File: src/design/ibis_telegram_framer_defines.svh
// Assertion macros shared by the framer modules.
// Each macro expects signals named clock and reset in the scope of use.
`ifndef IBIS_TELEGRAM_FRAMER_DEFINES_SVH
`define IBIS_TELEGRAM_FRAMER_DEFINES_SVH

`ifndef ASSERT_OFF
// Check cons in the same cycle as ante.
`define ITF_ASSERT_SAME(lbl, ante, cons, msg) \
   lbl: assert property (@(posedge clock) disable iff (reset) (ante) |-> (cons)) \
      else $error(msg);
// Check cons in the cycle after ante.
`define ITF_ASSERT_NEXT(lbl, ante, cons, msg) \
   lbl: assert property (@(posedge clock) disable iff (reset) (ante) |=> (cons)) \
      else $error(msg);
`else
`define ITF_ASSERT_SAME(lbl, ante, cons, msg)
`define ITF_ASSERT_NEXT(lbl, ante, cons, msg)
`endif

`endif

File: src/design/itf_pkg.sv
`timescale 1ns / 1ps
`default_nettype none

package itf_pkg;

   localparam logic [7:0] CHK_INIT = 8'h7F;
   localparam logic [7:0] CR_CODE  = 8'h0D;
   localparam logic [7:0] LF_CODE  = 8'h0A;
   localparam logic [7:0] ESC_CODE = 8'h5F;

   // Decoded item handed from the decoder to the emitter.
   typedef struct packed {
      logic       have;    // a character byte goes out
      logic [7:0] char_b;  // that character byte
      logic       fin;     // CR and checksum follow
      logic [7:0] chk;     // final checksum, CR included
   } itf_entry_type;

endpackage

`default_nettype wire

File: src/design/itf_channels.sv
`timescale 1ns / 1ps
`default_nettype none

interface itf_req_if;
   logic       valid;
   logic       ready;
   logic [7:0] char_code;
   logic       end_of_message;

   modport source (output valid, output char_code, output end_of_message, input ready);
   modport sink   (input valid, input char_code, input end_of_message, output ready);
endinterface

interface itf_rsp_if;
   logic       valid;
   logic       ready;
   logic [7:0] out_byte;
   logic       last_byte;

   modport source (output valid, output out_byte, output last_byte, input ready);
   modport sink   (input valid, input out_byte, input last_byte, output ready);
endinterface

`default_nettype wire

File: src/design/ibis_telegram_framer.sv
// IBIS telegram framer.
// req_if carries one Latin-1 character per item (char_code) and a flag
// end_of_message on the final character of a message. rsp_if carries the
// telegram bytes: decoded characters, then CR, then the XOR checksum with
// last_byte set. Escapes ('__', '_n', '_A'..'_F', '_0'..'_9') are decoded
// and umlaut codes are mapped to their IBIS replacements; unknown escapes
// and a lone '_' at the end of a message are dropped.
// A result byte is offered on rsp_if in the cycle after its item is
// accepted. Throughput: one item per cycle while each item yields at most
// one byte and the receiver takes every byte; the final character holds
// the single result register through character, CR and checksum, so
// req_if.ready drops there. Items that yield no byte bypass the register.
// A stalled receiver holds the current byte; the next item is still taken
// in the cycle the last byte of the pending entry leaves.
// Reset (synchronous, active high) clears the escape flag, sets the
// checksum to 0x7F and empties the result register.
`timescale 1ns / 1ps
`default_nettype none

module ibis_telegram_framer import itf_pkg::*; (
   input  logic      clock,
   input  logic      reset,
   itf_req_if.sink   req_if,
   itf_rsp_if.source rsp_if
);

   itf_entry_type entry;
   logic          in_fire;
   logic          in_ready;

   // accept an item when the emitter can take its decoded entry
   assign req_if.ready = in_ready;
   assign in_fire      = req_if.valid && in_ready;

   // decode the character and advance escape flag and checksum
   itf_decoder u_decoder (
      .clock          (clock),
      .reset          (reset),
      .accept         (in_fire),
      .char_code      (req_if.char_code),
      .end_of_message (req_if.end_of_message),
      .entry          (entry)
   );

   // hold the entry and step through character, CR and checksum
   itf_emitter u_emitter (
      .clock     (clock),
      .reset     (reset),
      .in_fire   (in_fire),
      .entry     (entry),
      .in_ready  (in_ready),
      .rsp_valid (rsp_if.valid),
      .rsp_ready (rsp_if.ready),
      .out_byte  (rsp_if.out_byte),
      .last_byte (rsp_if.last_byte)
   );

endmodule

`default_nettype wire

File: src/design/itf_decoder.sv
`timescale 1ns / 1ps
`default_nettype none

module itf_decoder import itf_pkg::*; (
   input  logic          clock,
   input  logic          reset,
   input  logic          accept,
   input  logic [7:0]    char_code,
   input  logic          end_of_message,
   output itf_entry_type entry
);

   logic       escape_pending_ff, escape_pending_in;
   logic [7:0] checksum_ff, checksum_in;
   logic       esc_next;
   logic       have;
   logic [7:0] char_b;
   logic [7:0] chk_sum;

   always_comb begin
      have     = 1'b0;
      char_b   = char_code;
      esc_next = escape_pending_ff;
      if (escape_pending_ff) begin
         esc_next = 1'b0;
         unique case (char_code) inside
            ESC_CODE: begin
               have   = 1'b1;
               char_b = ESC_CODE;
            end
            8'h6E: begin
               have   = 1'b1;
               char_b = LF_CODE;
            end
            [8'h41:8'h46]: begin
               // map A..F onto ':'..'?'
               have   = 1'b1;
               char_b = char_code - 8'd7;
            end
            [8'h30:8'h39]: begin
               have   = 1'b1;
               char_b = char_code;
            end
            default: begin
               // drop unknown escape
               have   = 1'b0;
               char_b = char_code;
            end
         endcase
      end else if (char_code == ESC_CODE) begin
         esc_next = 1'b1;
      end else begin
         have = 1'b1;
         unique case (char_code)
            8'hC4:   char_b = 8'h5B;
            8'hE4:   char_b = 8'h7B;
            8'hD6:   char_b = 8'h5C;
            8'hF6:   char_b = 8'h7C;
            8'hDC:   char_b = 8'h5D;
            8'hFC:   char_b = 8'h7D;
            8'hDF:   char_b = 8'h7E;
            default: char_b = char_code;
         endcase
      end
   end

   assign chk_sum = have ? (checksum_ff ^ char_b) : checksum_ff;

   always_comb begin
      entry.have   = have;
      entry.char_b = char_b;
      entry.fin    = end_of_message;
      entry.chk    = chk_sum ^ CR_CODE;
   end

   always_comb begin
      escape_pending_in = escape_pending_ff;
      checksum_in       = checksum_ff;
      if (accept) begin
         if (end_of_message) begin
            escape_pending_in = 1'b0;
            checksum_in       = CHK_INIT;
         end else begin
            escape_pending_in = esc_next;
            checksum_in       = chk_sum;
         end
      end
   end

   always_ff @(posedge clock) begin
      if (reset) begin
         escape_pending_ff <= 1'b0;
         checksum_ff       <= CHK_INIT;
      end else begin
         escape_pending_ff <= escape_pending_in;
         checksum_ff       <= checksum_in;
      end
   end

endmodule

`default_nettype wire

File: src/design/itf_emitter.sv
`timescale 1ns / 1ps
`default_nettype none

`include "ibis_telegram_framer_defines.svh"

module itf_emitter import itf_pkg::*; (
   input  logic          clock,
   input  logic          reset,
   input  logic          in_fire,
   input  itf_entry_type entry,
   output logic          in_ready,
   output logic          rsp_valid,
   input  logic          rsp_ready,
   output logic [7:0]    out_byte,
   output logic          last_byte
);

   localparam logic [1:0] PH_CHAR = 2'd0;
   localparam logic [1:0] PH_CR   = 2'd1;
   localparam logic [1:0] PH_CHK  = 2'd2;

   itf_entry_type entry_ff, entry_in;
   logic          full_ff, full_in;
   logic [1:0]    phase_ff, phase_in;
   logic          load;
   logic          fire;
   logic          done;

   assign fire      = full_ff && rsp_ready;
   assign done      = ((phase_ff == PH_CHAR) && !entry_ff.fin) || (phase_ff == PH_CHK);
   assign in_ready  = !full_ff || (fire && done);
   assign load      = in_fire && (entry.have || entry.fin);
   assign rsp_valid = full_ff;

   always_comb begin
      out_byte  = entry_ff.char_b;
      last_byte = 1'b0;
      unique case (phase_ff)
         PH_CHAR: out_byte = entry_ff.char_b;
         PH_CR:   out_byte = CR_CODE;
         PH_CHK: begin
            out_byte  = entry_ff.chk;
            last_byte = 1'b1;
         end
         default: out_byte = entry_ff.char_b;
      endcase
   end

   always_comb begin
      entry_in = entry_ff;
      full_in  = full_ff;
      phase_in = phase_ff;
      if (load) begin
         entry_in = entry;
         full_in  = 1'b1;
         phase_in = entry.have ? PH_CHAR : PH_CR;
      end else if (fire) begin
         if (done) begin
            full_in = 1'b0;
         end else begin
            unique case (phase_ff)
               PH_CHAR: phase_in = PH_CR;
               PH_CR:   phase_in = PH_CHK;
               default: phase_in = PH_CHK;
            endcase
         end
      end
   end

   always_ff @(posedge clock) begin
      if (reset) begin
         full_ff  <= 1'b0;
         phase_ff <= PH_CHAR;
      end else begin
         full_ff  <= full_in;
         phase_ff <= phase_in;
      end
   end

   always_ff @(posedge clock) begin
      entry_ff <= entry_in;
   end

   `ITF_ASSERT_NEXT(a_cr_then_chk, fire && (phase_ff == PH_CR), full_ff && (phase_ff == PH_CHK), "checksum must follow CR")
   `ITF_ASSERT_NEXT(a_chk_drains, fire && (phase_ff == PH_CHK) && !load, !full_ff, "entry must drain after checksum")
   `ITF_ASSERT_SAME(a_last_has_fin, rsp_valid && last_byte, entry_ff.fin, "last byte without end of message")
   `ITF_ASSERT_SAME(a_stall_full, !in_ready, full_ff && !(fire && done), "input stalled while entry free")

endmodule

`default_nettype wire

File: src/flat_wrapper.sv
// flat-port wrapper written by rule: the top's interface ports become plain ports
module ibis_telegram_framer_flat import itf_pkg::*;
  (clock, reset, req_if_valid, req_if_char_code, req_if_end_of_message, req_if_ready, rsp_if_valid, rsp_if_out_byte, rsp_if_last_byte, rsp_if_ready);
  itf_req_if req_if_i ();
  itf_rsp_if rsp_if_i ();
  input  logic clock;
  input  logic reset;
  input wire logic [$bits(req_if_i.valid)-1:0] req_if_valid;
  input wire logic [$bits(req_if_i.char_code)-1:0] req_if_char_code;
  input wire logic [$bits(req_if_i.end_of_message)-1:0] req_if_end_of_message;
  output wire logic [$bits(req_if_i.ready)-1:0] req_if_ready;
  output wire logic [$bits(rsp_if_i.valid)-1:0] rsp_if_valid;
  output wire logic [$bits(rsp_if_i.out_byte)-1:0] rsp_if_out_byte;
  output wire logic [$bits(rsp_if_i.last_byte)-1:0] rsp_if_last_byte;
  input wire logic [$bits(rsp_if_i.ready)-1:0] rsp_if_ready;
  assign req_if_i.valid = req_if_valid;
  assign req_if_i.char_code = req_if_char_code;
  assign req_if_i.end_of_message = req_if_end_of_message;
  assign req_if_ready = req_if_i.ready;
  assign rsp_if_valid = rsp_if_i.valid;
  assign rsp_if_out_byte = rsp_if_i.out_byte;
  assign rsp_if_last_byte = rsp_if_i.last_byte;
  assign rsp_if_i.ready = rsp_if_ready;
  ibis_telegram_framer u_core (.clock(clock), .reset(reset), .req_if(req_if_i), .rsp_if(rsp_if_i));
endmodule
File: config.mk
export PLATFORM = sky130hd
export DESIGN_NAME = ibis_telegram_framer_flat
export DESIGN_NICKNAME = d
export VERILOG_FILES = /design/src/design/itf_pkg.sv /design/src/design/itf_channels.sv /design/src/design/ibis_telegram_framer.sv /design/src/design/itf_decoder.sv /design/src/design/itf_emitter.sv /design/src/flat_wrapper.sv
export VERILOG_INCLUDE_DIRS = /design/src /design/src/design
export SDC_FILE = /design/constraint.sdc
export NUM_CORES = 1
export LEC_CHECK = 0
export ABC_AREA = 1
export BUFFER_PORTS_ARGS = -buffer_cell sky130_fd_sc_hd__buf_2
export CAP_MARGIN = 10
export CORE_MARGIN = 2
export CORE_UTILIZATION = 50
export DETAILED_ROUTE_END_ITERATION = 8
export GPL_TIMING_DRIVEN = 0
export PLACE_DENSITY_LB_ADDON = 0.3
export SYNTH_ARGS = -nofsm -noshare
export SYNTH_HDL_FRONTEND = slang
export SYNTH_SLANG_ARGS = --single-unit
File: constraint.sdc
create_clock -name clock -period 2.58 [get_ports clock]
set_input_delay 0.387 -clock clock [delete_from_list [all_inputs] [get_ports clock]]
set_output_delay 0.387 -clock clock [all_outputs]
set_load 0.02 [all_outputs]
* Yosys cells after proc, flatten, opt, wreduce, memory -nomap -nowiden
Cells that the tools add are included.
** Storage, ports and cells
- Flip-flop bits (word level) :: 29
- Latch bits :: 0
- Memory bits (writable) :: 0
- ROM bits :: 0
- Input bits :: 13
- Output and inout port bits :: 11
- Memories :: 0
** Operators by class
- Add/subtract/negate cells :: 1
- Multiply operators :: 0
- Div/mod/pow operators :: 0
- $lt $le $gt $ge :: 4
- Eq/ne operators :: 12
- Shift operators :: 0
- Muxes and demuxes :: 22
- Bitwise operators :: 2
- Reductions and logical operators :: 18
** Operators with widths (count)
- $eq A8 B8 Y1 const B :: 7
- $pmux W8 S7 :: 1
- $mux W8 :: 4
- $pmux W8 S3 :: 1
- $eq A8 B7 Y1 const B :: 2
- $pmux W8 S2 :: 1
- $mux W1 :: 11
- $ge A8 B6 Y1 const B :: 1
- $ge A8 B7 Y1 const B :: 1
- $le A8 B6 Y1 const B :: 1
- $le A8 B7 Y1 const B :: 1
- $mux W2 :: 4
- $sub A8 B3 Y8 const B :: 1
- $xor A8 B8 Y8 :: 1
- $logic_and A1 B1 Y1 :: 7
- $reduce_and A2 Y1 :: 2
- $reduce_bool A2 Y1 :: 2
- $reduce_or A4 Y1 :: 1
- $logic_or A1 B1 Y1 :: 3
- $not A3 Y3 :: 1
- $eq A2 B1 Y1 const B :: 1
- $eq A2 B2 Y1 const B :: 1
- $logic_not A1 Y1 :: 2
- $logic_not A2 Y1 :: 1
- $ne A2 B2 Y1 const B :: 1

* Depth between registers and ports, before layout
Gate-level depths: netlist of run 1.
- Depth in word-level cells :: 9
- Gate-level depth with buffers :: 15
- Mapped depth without buffers :: 15

* Modules after synthesis
Synthesis of run 1 repeated with hierarchy kept, for this count alone.
** Unflattened totals
- Cells, all modules :: 310
- Area, all modules :: 2148.3 um^2
** By module, submodules not included
- itf_decoder :: times used 1, cells an instance 225, area an instance 1257.5 um^2
- itf_emitter :: times used 1, cells an instance 83, area an instance 883.3 um^2
- ibis_telegram_framer :: times used 1, cells an instance 2, area an instance 7.5 um^2

* Worst setup path after synthesis of run 1
No wires, ideal clock.
- Path kind :: register to register
- Start :: reg u_core.u_emitter.phase_ff[0]
- End :: reg u_core.u_emitter.entry_ff[0] in the netlist's numbering (enable)
- Arrival :: 1890 ps
- Data required time :: 2208 ps
- Setup slack :: 318 ps
- Stages on the path, launching flop included :: 12
- Period minus slack after synthesis :: 2262 ps
- Cells stage by stage :: dfxtp_1 > inv_1 > ha_1 > buf_2 > inv_1 > o211ai_1 > nand2_1 > inv_2 > nand2_1 > inv_2 > o21ai_2 > inv_1
** On the way
- Cells in the longest elaborated chain, start to end :: 7
- Elaborated cells on any way between the ends :: 8
- Classes of those cells :: eq/ne (1); reduce/logical (7)
** Ends and longest elaborated chain
- start, declared :: RTL line itf_emitter.sv:24 : logic [1:0] phase_ff, phase_in;
- start signal, assigned :: RTL line itf_emitter.sv:76 : phase_ff <= phase_in;
- $logic_not A2 Y1 :: RTL line itf_emitter.sv:30 : assign done = ((phase_ff == PH_CHAR) && !entry_ff.fin) || (phase_ff == PH_CHK);
- $logic_and A1 B1 Y1 :: RTL line itf_emitter.sv:30
- $logic_or A1 B1 Y1 * :: RTL line itf_emitter.sv:30
- $logic_and A1 B1 Y1 * :: RTL line itf_emitter.sv:31 : assign in_ready = !full_ff || (fire && done);
- $logic_or A1 B1 Y1 * :: RTL line itf_emitter.sv:31
- named net req_if_ready :: RTL line flat_wrapper.sv:11 : output wire logic [$bits(req_if_i.ready)-1:0] req_if_ready;
- $logic_and A1 B1 Y1 * :: RTL line ibis_telegram_framer.sv:33 : assign in_fire = req_if.valid && in_ready;
- $logic_and A1 B1 Y1 * :: RTL line itf_emitter.sv:32 : assign load = in_fire && (entry.have || entry.fin);
- end signal, assigned :: RTL line itf_emitter.sv:81 : entry_ff <= entry_in;
- end, declared :: RTL line itf_emitter.sv:22 : itf_entry_type entry_ff, entry_in;
Mark *: on every way through the listed nets, which the timed path passes. The rest lies on a longest branch.
A chain may end at the register's enable or synchronous reset.

* Worst setup path in the final report of run 1
- Start :: reg u_core.u_emitter.phase_ff[1]
- End :: out rsp_if_out_byte[1]
** On the way
- Cells in the longest elaborated chain, start to end :: 2
- Elaborated cells on any way between the ends :: 3
- Classes of those cells :: eq/ne (2); mux (1)
** Ends and longest elaborated chain
- $eq A2 B2 Y1 / $eq A2 B1 Y1 (equally long branches) :: RTL line itf_emitter.sv:38 : unique case (phase_ff)
- $pmux W8 S2 * :: RTL line itf_emitter.sv:38
- end, declared :: RTL line flat_wrapper.sv:13 : output wire logic [$bits(rsp_if_i.out_byte)-1:0] rsp_if_out_byte;
Mark *: on every way between the ends. The rest lies on a longest branch, timed or not.

==> reports/metrics.yaml, run 1 <==
clock_tree:
  clk_latency_ps: 270
  cts_setup_buffers: 0
  cts_num_sinks: 29
  clockRootBuffer: "clkbuf_8"
  htree_levels: 2
  clk_pin_slew_worst_paths_ps: 50
  cts_tree: "built"
  cts.path.max_buffers: 2
  numCtsBuffers: 5
flow_run:
  drv_cap: 0
global_routing:
  grt_max_degree: 19
  overflow: 0
  antenna_found_initial: 0
  grt_pass1_wl_um: 6710
  grt_pass1_vias: 1556
  grtUsageTotal_pct: 19.5
layout:
  multi_input_area_um2: 1050
  fin_nets: 321
  syn_to_final_growth_pct: 13.0
  diodes: 0
  drive_above_1_share_pct: 20.9
  fin_area_um2: 2270
  fillers: 370
  regArea_um2: 751
placement:
  dpl.hpwl_um: 3240
  port-buffer-count: 23
  placed_cell_area_um2: 2190
  gp_congestion: 0.925
route:
  drc: 0
  wl_per_cell_um: 11.4
  via_per_inst: 5.11
  drt_wl_total_um: 4000
  first_pass_iters: 4
  ant_nets: 0
  vias: 1799
  drt_iter0_drc: 76
floorplan:
  die_y_um: 67.4
  io_pins: 24
  die_w_um: 67.4
  core_area_um2: 3940
  start_util_pct: 50.9
  die_area_um2: 4540
  core.rowCount: 23
setup_path:
  required_ps: 2190
  cp_common_cell: "clkbuf_1"
  worstSetupEndpointType: "output port"
  crit_path_end: "rsp_if_out_byte[1]"
  path_depth: 7
  crit_slowest_cell: "dfxtp_1"
  r2r-start: "u_core.u_emitter.phase_ff[0]"
  path_buf_inv: 4
  crit_family: "buffers and inverters"
  cp_max_fo: 10
  rr_worst_depth: 13
  rr_endpoint: "u_core.u_emitter.rsp_valid"
  start_kind: "flop"
  path_class: "flop to output port"
  reg2reg_slack_ps: 380
  crit_path_start: "u_core.u_emitter.phase_ff[1]"
  slowest_delay_ps: 360
  critPathArrivalTime_ps: 1930
  cp_cell_sequence: "inv_1, ha_1, clkbuf_1, clkbuf_1, nand3_1, o21ai_0, buf_2"
yosys:
  ys_seq_area_share_pct: 37.4
  synth_top_area_share_pct: 25.4
  postSynthAreaPerCell_um2: 7.41
  yosysTopAreaCell: "edfxtp_1"
  syn_nets: 291
  ys_warn_count: 0
  syn_area_um2: 2010
  yosysUniqueCellTypes: 35
  ys_ff_latch: 29
  syn_inst: 271
  synth.area.top_cells: "edfxtp_1 25%, nand2_1 12%, dfxtp_1 12%"
sta:
  fin_skew_ps: 4.53
  setup_viol: 0
  hold_viol_final: 0
  fin_crit_ps: 2310
  max_freq_ghz: 0.432
  fin_crit_sh_pct: 89.7
  slew_headroom_pct: 71.0
  timing.hold.ws_ps: 336
  rsz0062_at_grt: "no"
  worst-slew-pin-transition_ps: 435
  finalSetupTns_ps: 0
  final_max_slew_viol_count: 0
worst_hold_path:
  hold_path_class: "primary input to flop"
power:
  power_density_nw_per_um2: 502
  leakagePower_nw: 1.08
  peakVddDrop_mv: 0.159
  power_mw: 1.14
status:
  status: "completed"
flip-flops by register name (all words and copies together) (netlist names):
register / flops
u_core.u_decoder.checksum_ff: 8
u_core.u_emitter.entry_ff: 17
u_core.u_emitter.rsp_valid: 1
u_core.u_decoder.escape_pending_ff: 1
u_core.u_emitter.phase_ff: 2
per-stage QoR:
stage               util [%]  std cells  setup slack (ps)
floorplan                  -        271               318
global placement        55.4        344               164
detailed placement      55.4        344               156
CTS                     57.5        352               223
global route            57.6        352              82.4
finish                  57.6        352               266
layout by cell type (no fill, tap or decap), types with 2 or more instances in the layout:
cell type / instances
a21oi_1: 14
buf_2: 24
buf_6: 2
clkbuf_1: 7
clkbuf_8: 5
dfxtp_1: 12
edfxtp_1: 17
ha_1: 7
inv_1: 37
inv_2: 7
nand2_1: 65
nand2_2: 7
nand3_1: 30
nand3_2: 3
nand3b_1: 3
nand4_1: 7
nand4_2: 2
nor2_1: 18
nor2_2: 2
nor2_4: 3
nor3_1: 3
o211ai_1: 4
o21ai_0: 7
o21ai_1: 3
routing by layer:
layer / GRT usage [%] / share of wire [%]
met5: 0 / 0
met4: 9.44 / 2.7
met3: 2.00 / 2.9
met2: 32.7 / 49
met1: 25.1 / 45
worst register-to-register path: stages (launching register included):
cell and delay, ps:
dfxtp_1 330, inv_1 70, ha_1 200, buf_2 180, inv_1 70, o211ai_1 100
nand2_1 110, inv_2 40, nand2_1 90, inv_2 110, o21ai_2 120, clkinvlp_4 380
o21ai_1 230, inv_1 50
synth_stat cells (all sizes together):
library cell,number
a21boi,1
a21oi,15
a22oi,1
and2,1
buf,3
clkbuf,4
dfxtp,12
edfxtp,17
ha,7
inv,45
nand2,73
nand3,34
nand3b,3
nand4,9
nor2,24
nor3,4
o211ai,4
o21ai,11
o31ai,1
or2,1
xnor2,1
report_power, final:
group          total [mW]  leakage (nW)  switching, mW  internal [mW]
Clock               0.338        0.0395          0.147          0.191
Combinational       0.246         0.781          0.165         0.0814
Sequential          0.556         0.261         0.0158          0.540
area by class of cell:
type	count	area share [%]
buffer	7	1.87
timing repair buffer	23	5.07
multi-input combinational	190	46.1
tap	50	2.76
inverter	45	7.61
clock buffer	8	3.53
sequential	29	33.1
cell families (layout without fill, tap and decap cells):
family / after synthesis / after routing / synth area share [%]
and+or+nand+nor: 149 / 149 / 37.8
xor gates and xnor gates: 1 / 1 / 0.436
AOI/OAI and AO/OA: 33 / 33 / 9.47
DFF: 29 / 29 / 37.4
buffers and inverters: 52 / 83 / 10.5
adders and majority gates: 7 / 7 / 4.36
what timing repair did:
action	CTS	global route
endpoints found under the setup margin	0	17
resized for setup	0	1
hold buffers	0	0
how the worst min path moves through the flow:
stage                                               start                               to  slack (ps)  cells after the start
final                                               reset     u_core.u_emitter.phase_ff[1]         340                      2
after global routing                                reset     u_core.u_emitter.phase_ff[1]         350                      2
after CTS                                           reset     u_core.u_emitter.phase_ff[1]         330                      2
after detailed placement  u_core.u_decoder.checksum_ff[5]  u_core.u_decoder.checksum_ff[5]         480                      2
after global placement    u_core.u_decoder.checksum_ff[4]  u_core.u_decoder.checksum_ff[4]         460                      2
after floorplan                                     reset     u_core.u_emitter.phase_ff[1]         450                      1
No activity file was read; power rests on OpenSTA's default activity.
==> inputs of run 2 (changes only) <==
- CORE_UTILIZATION: 50 -> 40
- PLACE_DENSITY_LB_ADDON: 0.3 -> default
==> reports/metrics.yaml, run 2 (synthesis gave the netlist of run 1 again) <==
setup_path:
  start_kind: "flop"  # unchanged
  r2r-start: "u_core.u_emitter.phase_ff[0]"  # unchanged
  crit_path_start: "u_core.u_emitter.phase_ff[0]"  # was u_core.u_emitter.phase_ff[1]
  required_ps: 2490  # was 2190 ps
  path_class: "flop to flop"  # was flop to output port
  worstSetupEndpointType: "flop"  # was output port
  cp_max_fo: 18  # was 10
  critPathArrivalTime_ps: 2280  # was 1930 ps
layout:
  layout_commonest_cell: "nand2_1"  # unchanged
  diodes: 0  # unchanged
  fin_util_pct: 47.7  # was 57.6%
  multi_input_area_um2: 1050  # unchanged
  regMostFlops: "u_core.u_emitter.entry_ff"  # unchanged
  syn_to_final_growth_pct: 13.7  # was 13.0%
  fillers: 494  # was 370
  regArea_um2: 751  # unchanged
  fin_nets: 321  # unchanged
  top_regs: "u_core.u_emitter.entry_ff x17, u_core.u_decoder.checksum_ff x8, u_core.u_emitter.phase_ff x2"  # unchanged
  drive_above_1_share_pct: 20.6  # was 20.9%
  largest_reg_flops: 17  # unchanged
  final_cell_mix: "65 x nand2_1, 38 x inv_1, 30 x nand3_1"  # was 65 x nand2_1, 37 x inv_1, 30 x nand3_1
power:
  peakVddDrop_mv: 0.375  # was 0.159 mV
  pwr-share-comb_pct: 21.6  # about the same
  switching_power_uw: 337  # was 328 uW
  power_density_nw_per_um2: 499  # was 502 nW/um2
  p_clk_share_pct: 29.6  # about the same
  intPower_uw: 802  # was 812 uW
  power_mw: 1.14  # about the same
  seqPwrFrac_pct: 48.9  # was 48.8%
  leakagePower_nw: 1.09  # was 1.08 nW
  switching_share_pct: 29.6  # was 28.8%
sta:
  finalSetupTns_ps: 0  # unchanged
  fin_crit_ps: 2370  # was 2310 ps
  hold_viol_final: 0  # unchanged
  fin_skew_ps: 5.08  # was 4.53 ps
  slew_headroom_pct: 54.1  # was 71.0%
  rsz0062_at_grt: "no"  # unchanged
  worst-slew-pin-transition_ps: 687  # was 435 ps
  final_max_slew_viol_count: 0  # unchanged
  setup_ws_ps: 208  # was 266 ps
  fin_crit_sh_pct: 91.9  # was 89.7%
  setup_viol: 0  # unchanged
  max_freq_ghz: 0.422  # was 0.432 GHz
route:
  vias: 1782  # was 1799
  drc: 0  # unchanged
  ant_nets: 0  # unchanged
  wl_per_cell_um: 11.4  # about the same
  via_per_inst: 4.84  # was 5.11
  drt_wl_total_um: 4210  # was 4000 um
  first_pass_iters: 4  # unchanged
  drt_iter0_drc: 87  # was 76
clock_tree:
  clockRootBuffer: "clkbuf_8"  # unchanged
  cts_num_sinks: 29  # unchanged
  clk_latency_ps: 280  # was 270 ps
  numCtsBuffers: 5  # unchanged
  cts_tree: "built"  # unchanged
  ctsResizeCount: 0  # unchanged
  postCtsHoldBufs: 0  # unchanged
  clk_pin_slew_worst_paths_ps: 60  # was 50 ps
  cts.path.max_buffers: 2  # unchanged
  htree_levels: 2  # unchanged
  cts_setup_buffers: 0  # unchanged
worst_hold_path:
  hold_path_class: "primary input to flop"  # unchanged
  hp-start: "reset"  # unchanged
global_routing:
  grt_pass1_wl_um: 7190  # was 6710 um
  grtUsageTotal_pct: 17.0  # was 19.5%
  grt_pass1_vias: 1618  # was 1556
  antenna_found_initial: 0  # unchanged
  grt_max_degree: 19  # unchanged
  overflow: 0  # unchanged
floorplan:
  io_pins: 24  # unchanged
  start_util_pct: 42.0  # was 50.9%
  die_area_um2: 5600  # was 4540 um2
  core.rowCount: 25  # was 23
  core_area_um2: 4790  # was 3940 um2
  die_y_um: 74.9  # was 67.4 um
  die_w_um: 74.9  # was 67.4 um
placement:
  dpl.hpwl_um: 3350  # was 3240 um
  pre_cts_slack_ps: 119  # was 156 ps
  gp_congestion: 0.869  # was 0.925
  port-buffer-count: 23  # unchanged
flow_run:
  drv_cap: 0  # unchanged
status:
  status: "completed"  # unchanged
[run 2: changes by cell type in the layout (fill, tap and decap cells not counted)]
cell,previous run,this run
clkbuf_1,7,5
clkinv_1,0,1
clkinvlp_4,1,0
inv_1,37,38
[run 2: worst max-delay path, stage by stage (launching register included)]
cell and delay, ps:
dfxtp_1 320, inv_1 100, ha_1 170, buf_2 210, inv_1 60, o211ai_1 100, nand2_1 110, inv_2 70
nand2_1 80, inv_2 160, o21ai_2 100, inv_1 510
[run 2: path summary, 6_finish.rpt]
path,endpoint,slack (ps),cells past startpoint
hold reg to reg,u_core.u_decoder.checksum_ff[7],480,2
setup / recovery,u_core.u_emitter.entry_ff[15],210,11
hold / removal,u_core.u_emitter.phase_ff[1],310,2
setup reg to reg,u_core.u_emitter.entry_ff[15],210,11
[run 2: metrics by stage]
stage	cells	instance area (um2)	hold slack (ps)
after floorplan	271	2010	449
after global placement	361	2210	464
after detailed placement	361	2210	472
after CTS	368	2280	310
after global routing	368	2280	320
final	368	2280	313
[run 2: layout make-up]
cell class | instances | area share [%]
inverters | 45 | 7.40
flip-flops and latches | 29 | 32.9
plain buffers | 7 | 1.86
clock inverters | 1 | 0.164
clock buffers | 6 | 3.18
multi-input cells | 190 | 45.8
repair buffers | 23 | 5.04
well taps | 67 | 3.67
[run 2: per-layer routing]
| layer | vias up | wire [um] | GRT usage, % |
|---|---|---|---|
| met5 | - | 0 | 0 |
| met4 | 0 | 60 | 5.95 |
| met3 | 7 | 125 | 4.02 |
| met2 | 27 | 1920 | 27.5 |
| met1 | 799 | 2100 | 22.3 |
| li1 | 949 | - | - |
[run 2: power by group through the flow]
stage | combinational [mW] | sequential [mW] | clock (mW)
floorplan | 0.174 | 0.564 | 0
global placement | 0.245 | 0.565 | 0
detailed placement | 0.247 | 0.566 | 0
CTS | 0.248 | 0.556 | 0.351
global route | 0.279 | 0.561 | 0.372
finish | 0.246 | 0.556 | 0.337
